[config.mk]
export PLATFORM = sky130hd
export DESIGN_NAME = lbs_line_mem
export DESIGN_NICKNAME = d
export VERILOG_FILES = /design/src/rtl/core/lbs_pkg.sv /design/src/rtl/core/lbs_line_mem.sv
export SDC_FILE = /design/constraint.sdc
export NUM_CORES = 2
export LEC_CHECK = 0
export BUFFER_PORTS_ARGS = -buffer_cell sky130_fd_sc_hd__buf_2
export CAP_MARGIN = 20
export CORE_MARGIN = 2
export CORE_UTILIZATION = 45
export CTS_BUF_LIST = sky130_fd_sc_hd__clkbuf_16
export DETAILED_ROUTE_END_ITERATION = 12
export PLACE_DENSITY_LB_ADDON = 0.1
export SLEW_MARGIN = 10
export SYNTH_ARGS = -nofsm -noshare
export SYNTH_HDL_FRONTEND = slang
export SYNTH_SLANG_ARGS = --single-unit
[constraint.sdc]
create_clock -name clk -period 3.05 [get_ports clk]
set_input_delay 0.4575 -clock clk [delete_from_list [all_inputs] [get_ports clk]]
set_output_delay 0.4575 -clock clk [all_outputs]
set_load 0.005 [all_outputs]
[src/rtl/core/lbs_pkg.sv]
`timescale 1ns / 1ps

package lbs_pkg;

  // Store geometry
  localparam int DEPTH     = 8;
  localparam int LINE_LEN  = 64;
  localparam int ADDR_W    = $clog2(DEPTH * LINE_LEN);
  localparam int SLOT_W    = (DEPTH > 1) ? $clog2(DEPTH) : 1;
  localparam int CNT_W     = $clog2(DEPTH + 1);
  localparam int LEN_W     = $clog2(LINE_LEN);
  localparam int POP_LEN_W = 7;

  // Request action codes
  localparam logic [1:0] ACT_PUSH = 2'd0;
  localparam logic [1:0] ACT_EOL  = 2'd1;
  localparam logic [1:0] ACT_POP  = 2'd2;

  // Result status codes
  localparam logic [2:0] ST_DATA  = 3'd0;
  localparam logic [2:0] ST_DONE  = 3'd1;
  localparam logic [2:0] ST_FULL  = 3'd2;
  localparam logic [2:0] ST_LONG  = 3'd3;
  localparam logic [2:0] ST_EMPTY = 3'd4;
  localparam logic [2:0] ST_END   = 3'd5;

  // Line memory access
  typedef struct packed {
    logic              wr_en;
    logic              rd_en;
    logic [ADDR_W-1:0] addr;
    logic [7:0]        wdata;
  } mem_req_t;

endpackage

[src/rtl/core/lbs_line_mem.sv]
`timescale 1ns / 1ps

module lbs_line_mem (
  input  logic              clk,
  input  lbs_pkg::mem_req_t req,
  output logic [7:0]        rdata
);
  import lbs_pkg::*;

  logic [7:0] mem [DEPTH*LINE_LEN];

  // Single port: write or registered read
  always_ff @(posedge clk) begin
    if (req.wr_en) begin
      mem[req.addr] <= req.wdata;
    end
    if (req.rd_en) begin
      rdata <= mem[req.addr];
    end
  end

endmodule

==> metrics.cfg <==
[global_routing]
met3_usage_pct = 4.48
grt.busiest_layer = met2
antenna_found_initial = 18
grt_pass1_wl_mm = 663
met1_usage_pct = 38.1
grt_util_met2_pct = 41.3
grt_max_degree = 125
grt_use_total_pct = 26.3
gr-total-overflow = 0
grt_pass1_vias = 86351

[critical_path]
critPathMaxStageDelay_ns = 0.52
cp.arrival_ns = 3.82
critPathRequiredTime_ns = 3.78
worstPathCellList = mux4_2, nand2_1, a21oi_1, nor4_2, buf_4, nand4b_1, nor4_2, buf_4, nand4_1
reg2reg_from = mem[248][1]$_DFFE_PP_
crit_start = mem[248][1]$_DFFE_PP_
crit_path_end_kind = flip-flop
crit_slowest_cell = mux4_2
crit_fanout = 1
worst-setup-path-type = reg2reg
startpoint_type = flip-flop

[yosys]
async_reset_ff_share_pct = 0
ys_top_cells_by_area = edfxtp_1 78%, mux4_2 12%, mux2i_1 2.7%
syn_area_mm2 = 0.158
synth-seq-area-share_pct = 77.8
syn_inst = 7575
synth_edf_count = 4104
synth_common_cells = 4104 x edfxtp_1, 816 x mux4_2, 548 x nor2_1
avgSynthCellArea_um2 = 20.9
synth_top_area_cell = edfxtp_1
synth_most_common_cell = edfxtp_1
synth_nets = 7595
synth_flop_cell = edfxtp_1
synth_cell_types = 66
ys_warn_count = 0
ys_ff_latch = 4104
synth_top_cell_area_share_pct = 77.8

[pwr]
internal_power_w = 0.0930
leakage_nw = 64.5
irDropWorstVdd_mv = 0.482
pwr-share-clk_pct = 42.2
p_per_area_mw_per_mm2 = 616
switchingPower_w = 0.0256
power_frac_seq_pct = 52.4
p_total_w = 0.119
sw_frac_of_total_pct = 21.6
p_comb_share_pct = 5.4

[timing]
maxSlewViolCount = 0
finalCritPeriodShare_pct = 101
holdWs_ns = 0.452
fmax_ghz = 0.324
layout_setup_ws_ns = -0.0368
fin_setup_tns_ns = -0.0368
finClkSkew_ns = 0.0507
worstMarginPinSlew_ns = 1.02
finalHoldViolCount = 0
slew_headroom_pct = 31.9
period_needed_ns = 3.09
setup_viol = 1

[routing]
drt-vias-per-instance = 5.99
wl_mm = 471
post_drt_wl_per_cell_um = 32.9
drc = 0
via_count = 85755
drt_iter0_drc = 10249
postRouteAntennaNets = 0
drt_first_pass_iters = 6

[floorplanning]
rows = 217
dieArea_mm2 = 0.357
fp.dieW_um = 597
die_y_um = 597
ios = 28
start_util_pct = 45.3
coreArea_mm2 = 0.350

[layout]
multi_input_area_mm2 = 0.0331
stdcell_count = 14322
syn2layout_area_growth_pct = 21.5
seqCellArea_mm2 = 0.123
drive_gt1_share_pct = 34.3
finish.utilization_pct = 55.0
fillers = 26669
nets = 9390

[placed_design]
dp_hpwl_mm = 321
io_buffer_count = 27
gp_congestion = 0.925
dpl.cell_count = 13535

[cts]
cts_tree = built
cts_buffers = 423
cts.htree.levels = 5
ctsRootBufferMaster = clkbuf_16
insertion_delay_ns = 0.99
clock_sinks = 4104
cts_setup_buffers = 0
clk_pin_slew_ns = 0.07
clockBufferDepth = 4

[run_status]
outcome = finished, violations left
violations = negative setup slack

[min_path]
hp-class = in2reg
min-delay-start = req[6]

[run]
maxCapViolCount = 0

power groups by stage:
stage / clock network [W] / logic (W) / registers [W]
4_1_cts: 0.0508 / 0.00641 / 0.0622
6_report: 0.0500 / 0.00640 / 0.0622
5_1_grt: 0.0529 / 0.00666 / 0.0621
3_3_place_gp: 0 / 0.00629 / 0.0634
3_5_place_dp: 0 / 0.00638 / 0.0634
2_1_floorplan: 0 / 0.00259 / 0.0633
sequential cells by signal, summed over array words and instances (netlist names):
signal,flops
rdata,8
mem,4096
placed cells by master, fill, tap and decap left out, types with 74 or more instances in the layout:
master        n
nor2_1      540
clkbuf_16   433
mux2i_1     434
inv_1        85
clkinv_2     74
a21oi_1      77
buf_4      1585
buf_12      235
nand2_1     124
o22ai_1     118
clkinv_1    109
a22oi_1     180
a221oi_1     89
mux4_2      816
edfxtp_1   4104
area by class of cell:
| cell class | count | area share, % |
|---|---|---|
| inverter | 4 | 0.0104 |
| clock inverter | 337 | 1.31 |
| multi-input combinational | 2984 | 17.2 |
| antenna | 8 | 0.0104 |
| clock buffer | 433 | 5.63 |
| sequential | 4104 | 64.0 |
| timing repair buffer | 1853 | 8.78 |
| tap | 4599 | 2.99 |
final timing paths:
path                           end  cells past startpoint  slack (ns)
min          mem[282][6]$_DFFE_PP_                      2        0.45
min reg2reg     rdata[3]$_DFFE_PP_                      5        0.96
max             rdata[1]$_DFFE_PP_                      9       -0.04
max reg2reg     rdata[1]$_DFFE_PP_                      9       -0.04
through the flow:
stage               area [µm²]  setup WS, ns
floorplan               158000         0.144
global placement        179000         -2.00
detailed placement      179000         -1.47
CTS                     192000       0.00397
global route            192000       -0.0235
finish                  192000       -0.0368
kinds of logic after synthesis:
group / Yosys count / share of synthesized area, %
and+or+nand+nor: 958 / 2.73
AOI/OAI and AO/OA: 758 / 3.42
buffers and inverters: 487 / 1.59
DFF: 4104 / 77.8
muxes: 1268 / 14.5
worst max-delay path: cells and delay by family (launching register included):
kind / cells / cell delay, ns
compound gates: 1 / 0.23
mux: 1 / 0.52
buf+inv: 2 / 0.43
flops: 1 / 0.41
simple gates: 5 / 1.21
routing by layer:
layer	wire length (µm)	part of all wire [%]	vias up
met5	48	0.010	-
met1	198000	42	45963
li1	-	-	35457
met4	15300	3.3	8
met2	220000	47	3639
met3	37700	8.0	688
what timing repair did:
| action | CTS | global route |
|---|---|---|
| endpoints found under the hold margin | 188 | 0 |
| setup endpoints to repair | 6 | 6 |
| hold buffers | 9 | 0 |
| gates resized for setup | 16 | 9 |
| pin swaps | 2 | 1 |
Note: power is estimated with default switching activity, not from simulation.
