==> src/rtl/core/lbs_pkg.sv <==
`timescale 1ns / 1ps

package lbs_pkg;

  // Store geometry
  localparam int DEPTH     = 8;
  localparam int LINE_LEN  = 64;
  localparam int ADDR_W    = $clog2(DEPTH * LINE_LEN);
  localparam int SLOT_W    = (DEPTH > 1) ? $clog2(DEPTH) : 1;
  localparam int CNT_W     = $clog2(DEPTH + 1);
  localparam int LEN_W     = $clog2(LINE_LEN);
  localparam int POP_LEN_W = 7;

  // Request action codes
  localparam logic [1:0] ACT_PUSH = 2'd0;
  localparam logic [1:0] ACT_EOL  = 2'd1;
  localparam logic [1:0] ACT_POP  = 2'd2;

  // Result status codes
  localparam logic [2:0] ST_DATA  = 3'd0;
  localparam logic [2:0] ST_DONE  = 3'd1;
  localparam logic [2:0] ST_FULL  = 3'd2;
  localparam logic [2:0] ST_LONG  = 3'd3;
  localparam logic [2:0] ST_EMPTY = 3'd4;
  localparam logic [2:0] ST_END   = 3'd5;

  // Line memory access
  typedef struct packed {
    logic              wr_en;
    logic              rd_en;
    logic [ADDR_W-1:0] addr;
    logic [7:0]        wdata;
  } mem_req_t;

endpackage

==> src/rtl/core/lbs_ctrl.sv <==
`timescale 1ns / 1ps

module lbs_ctrl (
  input  logic                          clk,
  input  logic                          rst_n,
  input  logic                          start,
  output logic                          busy,
  input  logic [1:0]                    in_action,
  input  logic [7:0]                    in_ch,
  input  logic [lbs_pkg::POP_LEN_W-1:0] in_pop_len,
  output lbs_pkg::mem_req_t             mem_req,
  input  logic [7:0]                    mem_rdata,
  output logic                          out_strobe,
  output logic [7:0]                    out_byte,
  output logic [2:0]                    out_status,
  output logic                          out_last
);
  import lbs_pkg::*;

  typedef enum logic [2:0] {
    S_IDLE = 3'b001,
    S_POP  = 3'b010,
    S_END  = 3'b100
  } state_t;

  state_t state_r, state_nxt;

  logic [CNT_W-1:0]  count_r, count_nxt;
  logic [LEN_W-1:0]  plen_r, plen_nxt;
  logic              ovf_r, ovf_nxt;
  logic [ADDR_W-1:0] base_r, base_nxt;
  logic [LEN_W-1:0]  idx_r, idx_nxt;
  logic [LEN_W-1:0]  n_r, n_nxt;
  logic              ostb_r, ostb_nxt;
  logic [2:0]        ost_r, ost_nxt;
  logic              olast_r, olast_nxt;
  logic              odata_r, odata_nxt;

  // Committed line lengths, one register per slot
  logic [LEN_W-1:0]  lens_r [DEPTH];
  logic              lens_we;

  logic                 is_eol;
  logic                 full;
  logic [SLOT_W-1:0]    top_slot;
  logic [POP_LEN_W-1:0] pl_m1;
  logic [POP_LEN_W-1:0] top_len;
  logic [POP_LEN_W-1:0] n_calc;

  assign busy     = (state_r != S_IDLE);
  assign is_eol   = (in_action == ACT_EOL) || ((in_action == ACT_PUSH) && (in_ch == 8'd0));
  assign full     = (count_r == CNT_W'(DEPTH));
  assign top_slot = SLOT_W'(count_r - 1'b1);

  // Pop byte count: min(max(pop_len,1)-1, line length)
  assign pl_m1   = (in_pop_len == '0) ? '0 : in_pop_len - 1'b1;
  assign top_len = POP_LEN_W'(lens_r[top_slot]);
  assign n_calc  = (pl_m1 < top_len) ? pl_m1 : top_len;

  // Sequencer
  always_comb begin
    state_nxt = state_r;
    count_nxt = count_r;
    plen_nxt  = plen_r;
    ovf_nxt   = ovf_r;
    base_nxt  = base_r;
    idx_nxt   = idx_r;
    n_nxt     = n_r;
    ostb_nxt  = 1'b0;
    ost_nxt   = ST_DATA;
    olast_nxt = 1'b0;
    odata_nxt = 1'b0;
    lens_we   = 1'b0;
    mem_req   = '0;
    unique case (state_r)
      S_IDLE: begin
        if (start) begin
          priority if ((in_action == ACT_PUSH) && (in_ch != 8'd0)) begin
            // Append byte to pending line
            if (!ovf_r) begin
              if (plen_r == LEN_W'(LINE_LEN - 1)) begin
                ovf_nxt = 1'b1;
              end else begin
                mem_req.wr_en = !full;
                mem_req.addr  = ADDR_W'(count_r) * ADDR_W'(LINE_LEN) + ADDR_W'(plen_r);
                mem_req.wdata = in_ch;
                plen_nxt      = plen_r + 1'b1;
              end
            end
          end else if (is_eol) begin
            // Commit or reject the pending line
            ostb_nxt  = 1'b1;
            olast_nxt = 1'b1;
            plen_nxt  = '0;
            ovf_nxt   = 1'b0;
            if (full) begin
              ost_nxt = ST_FULL;
            end else if (ovf_r) begin
              ost_nxt = ST_LONG;
            end else begin
              ost_nxt   = ST_DONE;
              lens_we   = 1'b1;
              count_nxt = count_r + 1'b1;
            end
          end else if (in_action == ACT_POP) begin
            plen_nxt = '0;
            ovf_nxt  = 1'b0;
            if (count_r == '0) begin
              ostb_nxt  = 1'b1;
              olast_nxt = 1'b1;
              ost_nxt   = ST_EMPTY;
            end else begin
              count_nxt = count_r - 1'b1;
              base_nxt  = ADDR_W'(top_slot) * ADDR_W'(LINE_LEN);
              idx_nxt   = '0;
              n_nxt     = n_calc[LEN_W-1:0];
              if (n_calc == '0) begin
                ostb_nxt  = 1'b1;
                olast_nxt = 1'b1;
                ost_nxt   = ST_END;
              end else begin
                state_nxt = S_POP;
              end
            end
          end else begin
            // Unused action: no effect
            state_nxt = S_IDLE;
          end
        end
      end
      S_POP: begin
        // One byte read per cycle; data shows the cycle after
        mem_req.rd_en = 1'b1;
        mem_req.addr  = base_r + ADDR_W'(idx_r);
        ostb_nxt      = 1'b1;
        odata_nxt     = 1'b1;
        idx_nxt       = idx_r + 1'b1;
        if (idx_r == n_r - 1'b1) begin
          state_nxt = S_END;
        end
      end
      S_END: begin
        ostb_nxt  = 1'b1;
        olast_nxt = 1'b1;
        ost_nxt   = ST_END;
        state_nxt = S_IDLE;
      end
      default: begin
        state_nxt = S_IDLE;
      end
    endcase
  end

  // Control registers
  always_ff @(posedge clk) begin
    if (!rst_n) begin
      state_r <= S_IDLE;
      count_r <= '0;
      plen_r  <= '0;
      ovf_r   <= 1'b0;
      ostb_r  <= 1'b0;
      ost_r   <= ST_DATA;
      olast_r <= 1'b0;
      odata_r <= 1'b0;
    end else begin
      state_r <= state_nxt;
      count_r <= count_nxt;
      plen_r  <= plen_nxt;
      ovf_r   <= ovf_nxt;
      ostb_r  <= ostb_nxt;
      ost_r   <= ost_nxt;
      olast_r <= olast_nxt;
      odata_r <= odata_nxt;
    end
  end

  // Pop bookkeeping, no reset needed
  always_ff @(posedge clk) begin
    base_r <= base_nxt;
    idx_r  <= idx_nxt;
    n_r    <= n_nxt;
  end

  // Length table write on commit
  always_ff @(posedge clk) begin
    if (lens_we) begin
      lens_r[count_r[SLOT_W-1:0]] <= plen_r;
    end
  end

  assign out_strobe = ostb_r;
  assign out_status = ost_r;
  assign out_last   = olast_r;
  assign out_byte   = odata_r ? mem_rdata : 8'd0;

endmodule

==> config.mk <==
export PLATFORM = sky130hd
export DESIGN_NAME = lbs_ctrl
export DESIGN_NICKNAME = d
export VERILOG_FILES = /design/src/rtl/core/lbs_pkg.sv /design/src/rtl/core/lbs_ctrl.sv
export SDC_FILE = /design/constraint.sdc
export NUM_CORES = 1
export LEC_CHECK = 0
export ABC_AREA = 0
export BUFFER_PORTS_ARGS = -buffer_cell sky130_fd_sc_hd__buf_2
export CAP_MARGIN = 20
export CORE_MARGIN = 3
export CORE_UTILIZATION = 50
export DETAILED_ROUTE_END_ITERATION = 6
export PLACE_DENSITY = 0.71
export SLEW_MARGIN = 20
export SYNTH_ARGS = -nofsm -noshare
export SYNTH_HDL_FRONTEND = slang
export SYNTH_SLANG_ARGS = --single-unit
==> constraint.sdc <==
create_clock -name clk -period 5.9 [get_ports clk]
set_input_delay 0.59 -clock clk [delete_from_list [all_inputs] [get_ports clk]]
set_output_delay 0.59 -clock clk [all_outputs]
set_load 0.03 [all_outputs]
==> results.py <==
metrics = {
    "hold_path": {
        "hold_end": "state_r[0]$_SDFFE_PN1P_",
        "min_from": "rst_n",
        "hold_depth": 2,
        "worstHoldPathType": "in -> reg",
    },
    "clock_network": {
        "cts_tree": "built",
        "clock-root-buffer": "clkbuf_8",
        "cts_resized": 0,
        "h-tree-depth": 3,
        "clk_pin_slew_ps": 100,
        "insertion_delay_ps": 360,
        "hold_buffers": 0,
        "clock_path_buffers": 2,
        "cts_sinks": 83,
        "post_cts_buffers": 0,
        "cts-buffers-inserted": 9,
    },
    "drt": {
        "topRoutingLayerUsed": "met4",
        "drtIter0Drc": 144,
        "met1_length_um": 3910,
        "routed-wl-met2_um": 4570,
        "ant_nets": 0,
        "vias_per_cell": 5.72,
        "wl_per_cell_um": 17.8,
        "firstDrtPassIters": 4,
        "totalWireLength_um": 9170,
        "drcViolationCount": 0,
        "vias": 2946,
        "wl_met3_um": 557,
    },
    "yosys": {
        "synth_cell_types": 53,
        "synthesis.area_mm2": 0.00424,
        "synth.net_count": 386,
        "yosysSeqAreaShare_pct": 54.1,
        "synthArstFlopShare_pct": 0,
        "synth_top_area_share_pct": 44.6,
        "synth_edf_count": 63,
        "synth-seq-cells": 83,
        "synth_area_leaders": "edfxtp_1, dfxtp_1, mux4_1",
        "synthCells": 346,
        "ys.flop_type": "edfxtp_1",
        "avgSynthCellArea_um2": 12.3,
        "synth_largest_area_cell": "edfxtp_1",
        "ys_warn_count": 0,
    },
    "critical_path": {
        "cp-end-kind": "flip-flop",
        "cpPeakStageDelay_ps": 880,
        "r2r_start": "count_r[0]$_SDFFE_PN0P_",
        "startpoint_type": "flip-flop",
        "ff2ff_path_depth": 12,
        "cp.arrival_ps": 4440,
        "cp_data_required_time_ps": 6160,
        "path_class": "reg -> reg",
        "rrSetupSlack_ps": 1720,
        "crit_fanout": 18,
        "slowest_stage": "dfxtp_1",
        "path_cells": "inv_1 -> ha_1 -> mux4_2 -> mux2i_1 -> ha_1 -> a21o_1 -> a21oi_1 -> o31ai_1 -> a21oi_1 -> nand2_1 -> a31o_1 -> a32o_1",
        "r2r-end": "out_status[0]$_SDFF_PN0_",
    },
    "placed_design": {
        "dpl.hpwl_um": 6770,
        "portBuffers": 60,
        "gp_congestion": 0.827,
    },
    "grt": {
        "grt_pass1_vias": 2939,
        "grt_max_degree": 19,
        "track_usage_pct": 19.6,
        "grt_pass1_wl_um": 14900,
        "grt_antenna_before_repair": 0,
        "grt-ovfl-total": 0,
    },
    "floorplanning": {
        "std_cell_rows": 32,
        "die_area_mm2": 0.00962,
        "io_pins": 61,
        "start_util_pct": 53.2,
        "chipHeight_um": 98.1,
        "core_area_mm2": 0.00797,
        "die_w_um": 98.1,
    },
    "sta": {
        "relSlewSlack_pct": 31.4,
        "fmax_ghz": 0.239,
        "finalClockSkew_ps": 12.9,
        "finalCritPeriodShare_pct": 70.9,
        "max_slew.worst_pin.slew_ps": 1020,
        "setup-tns-final_ps": 0,
        "rsz0062_at_grt": "false",
        "period_needed_ps": 4180,
        "finalMaxSlewViolations": 0,
        "finalSetupViolations": 0,
        "hold_violations": 0,
    },
    "layout": {
        "areaGrowthSynthToFinish_pct": 14.1,
        "seqCellArea_mm2": 0.00229,
        "diodes": 0,
        "layout_commonest_cell": "edfxtp_1",
        "nets": 448,
        "drive_gt1_share_pct": 19.9,
        "fillers": 631,
        "final_util_pct": 60.7,
        "final_cell_mix": "edfxtp_1, buf_2, nor2_1",
        "multi_input_area_mm2": 0.00185,
    },
    "run_status": {
        "outcome": "complete, no violations",
    },
    "pwr": {
        "power_per_cell_area_mw_per_mm2": 254,
        "power.leakage_nw": 1.85,
        "ir_drop_uv": 192,
    },
    "run": {
        "maxCapViolations": 0,
    },
}
routing by layer:
| layer | global-route usage [%] | vias to the layer above |
|---|---|---|
| li1 | - | 1433 |
| met2 | 33.0 | 82 |
| met3 | 4.36 | 13 |
| met4 | 4.90 | 0 |
| met1 | 25.9 | 1418 |
| met5 | 0 | - |
Yosys cell counts, types with 2 or more instances:
cell,number
or4_1,3
xor2_1,7
o211ai_1,3
nor2_1,33
edfxtp_1,63
nor3b_1,3
mux4_1,9
nand4_1,2
nand2_1,17
mux4_2,3
and2_1,20
ha_1,12
nor3_1,8
a31oi_1,2
a21o_1,5
o31a_1,2
o21bai_1,2
dfxtp_1,20
buf_6,2
o21ai_0,8
xnor2_1,13
or3_1,2
o31ai_1,3
clkbuf_1,4
nor4_1,4
o21a_1,2
mux2i_1,12
and3_1,3
a22o_1,9
nand3_1,9
nor2b_1,10
a21oi_1,14
inv_1,14
nand2b_1,4
through the flow:
| stage | power, mW | setup WS [ps] | instance area (um^2) | cells | hold WS [ps] |
|---|---|---|---|---|---|
| after floorplan | 0.757 | 2420 | 4240 | 346 | 515 |
| after global placement | 0.791 | 1800 | 4610 | 499 | 556 |
| after detailed placement | 0.795 | 1690 | 4610 | 499 | 575 |
| after CTS | 1.24 | 1630 | 4830 | 515 | 531 |
| after global routing | 1.28 | 1260 | 4840 | 515 | 541 |
| final | 1.23 | 1720 | 4840 | 515 | 539 |
where the power goes:
group / leakage, nW / internal [mW] / switching [mW]
logic: 1.04 / 0.0550 / 0.0752
registers: 0.702 / 0.635 / 0.0158
clock network: 0.108 / 0.209 / 0.239
total: 1.85 / 0.899 / 0.330
worst max-delay path: cells and delay by family, from the launching register on:
kind	cells	cell delay [ps]
flip-flops	1	880
multiplexers	2	620
AO/OA/AOI/OAI	6	1170
adder cells (fa/ha/maj)	2	960
buffers and inverters	1	200
AND/OR/NAND/NOR	1	230
registers in the layout, summed over array words and instances (netlist names):
register	flops
lens_r	48
idx_r	6
n_r	6
plen_r	6
count_r	4
base_r	3
out_status	3
state_r	3
odata_r	1
out_last	1
out_strobe	1
ovf_r	1
worst max-delay path by stage:
stage                       startpoint                        to  slack (ps)  depth (start not counted)
2_1_floorplan  count_r[0]$_SDFFE_PN0P_  out_status[0]$_SDFF_PN0_        2420                         15
3_3_place_gp   count_r[0]$_SDFFE_PN0P_  out_status[0]$_SDFF_PN0_        1800                         12
3_5_place_dp   count_r[0]$_SDFFE_PN0P_  out_status[0]$_SDFF_PN0_        1690                         12
4_1_cts        count_r[0]$_SDFFE_PN0P_  out_status[0]$_SDFF_PN0_        1630                         12
5_1_grt        count_r[0]$_SDFFE_PN0P_  out_status[0]$_SDFF_PN0_        1260                         12
6_report       count_r[0]$_SDFFE_PN0P_  out_status[0]$_SDFF_PN0_        1720                         12
area by class of cell:
cell class	count	area share, %
clock buffers	9	2.56
clock inverters	7	1.99
inverters	14	1.09
multi-input cells	240	38.1
flip-flops and latches	83	47.4
well taps	102	2.64
repair buffers	60	6.21
cell families after synthesis:
group / Yosys count / share of synthesized area, %
compound gates: 63 / 10.6
fa+ha+maj: 12 / 3.54
simple gates: 120 / 14.5
mux: 24 / 10.0
xor+xnor: 21 / 4.78
buf+inv: 23 / 2.51
flops: 83 / 54.1
Power figures use the tool's default switching activity.
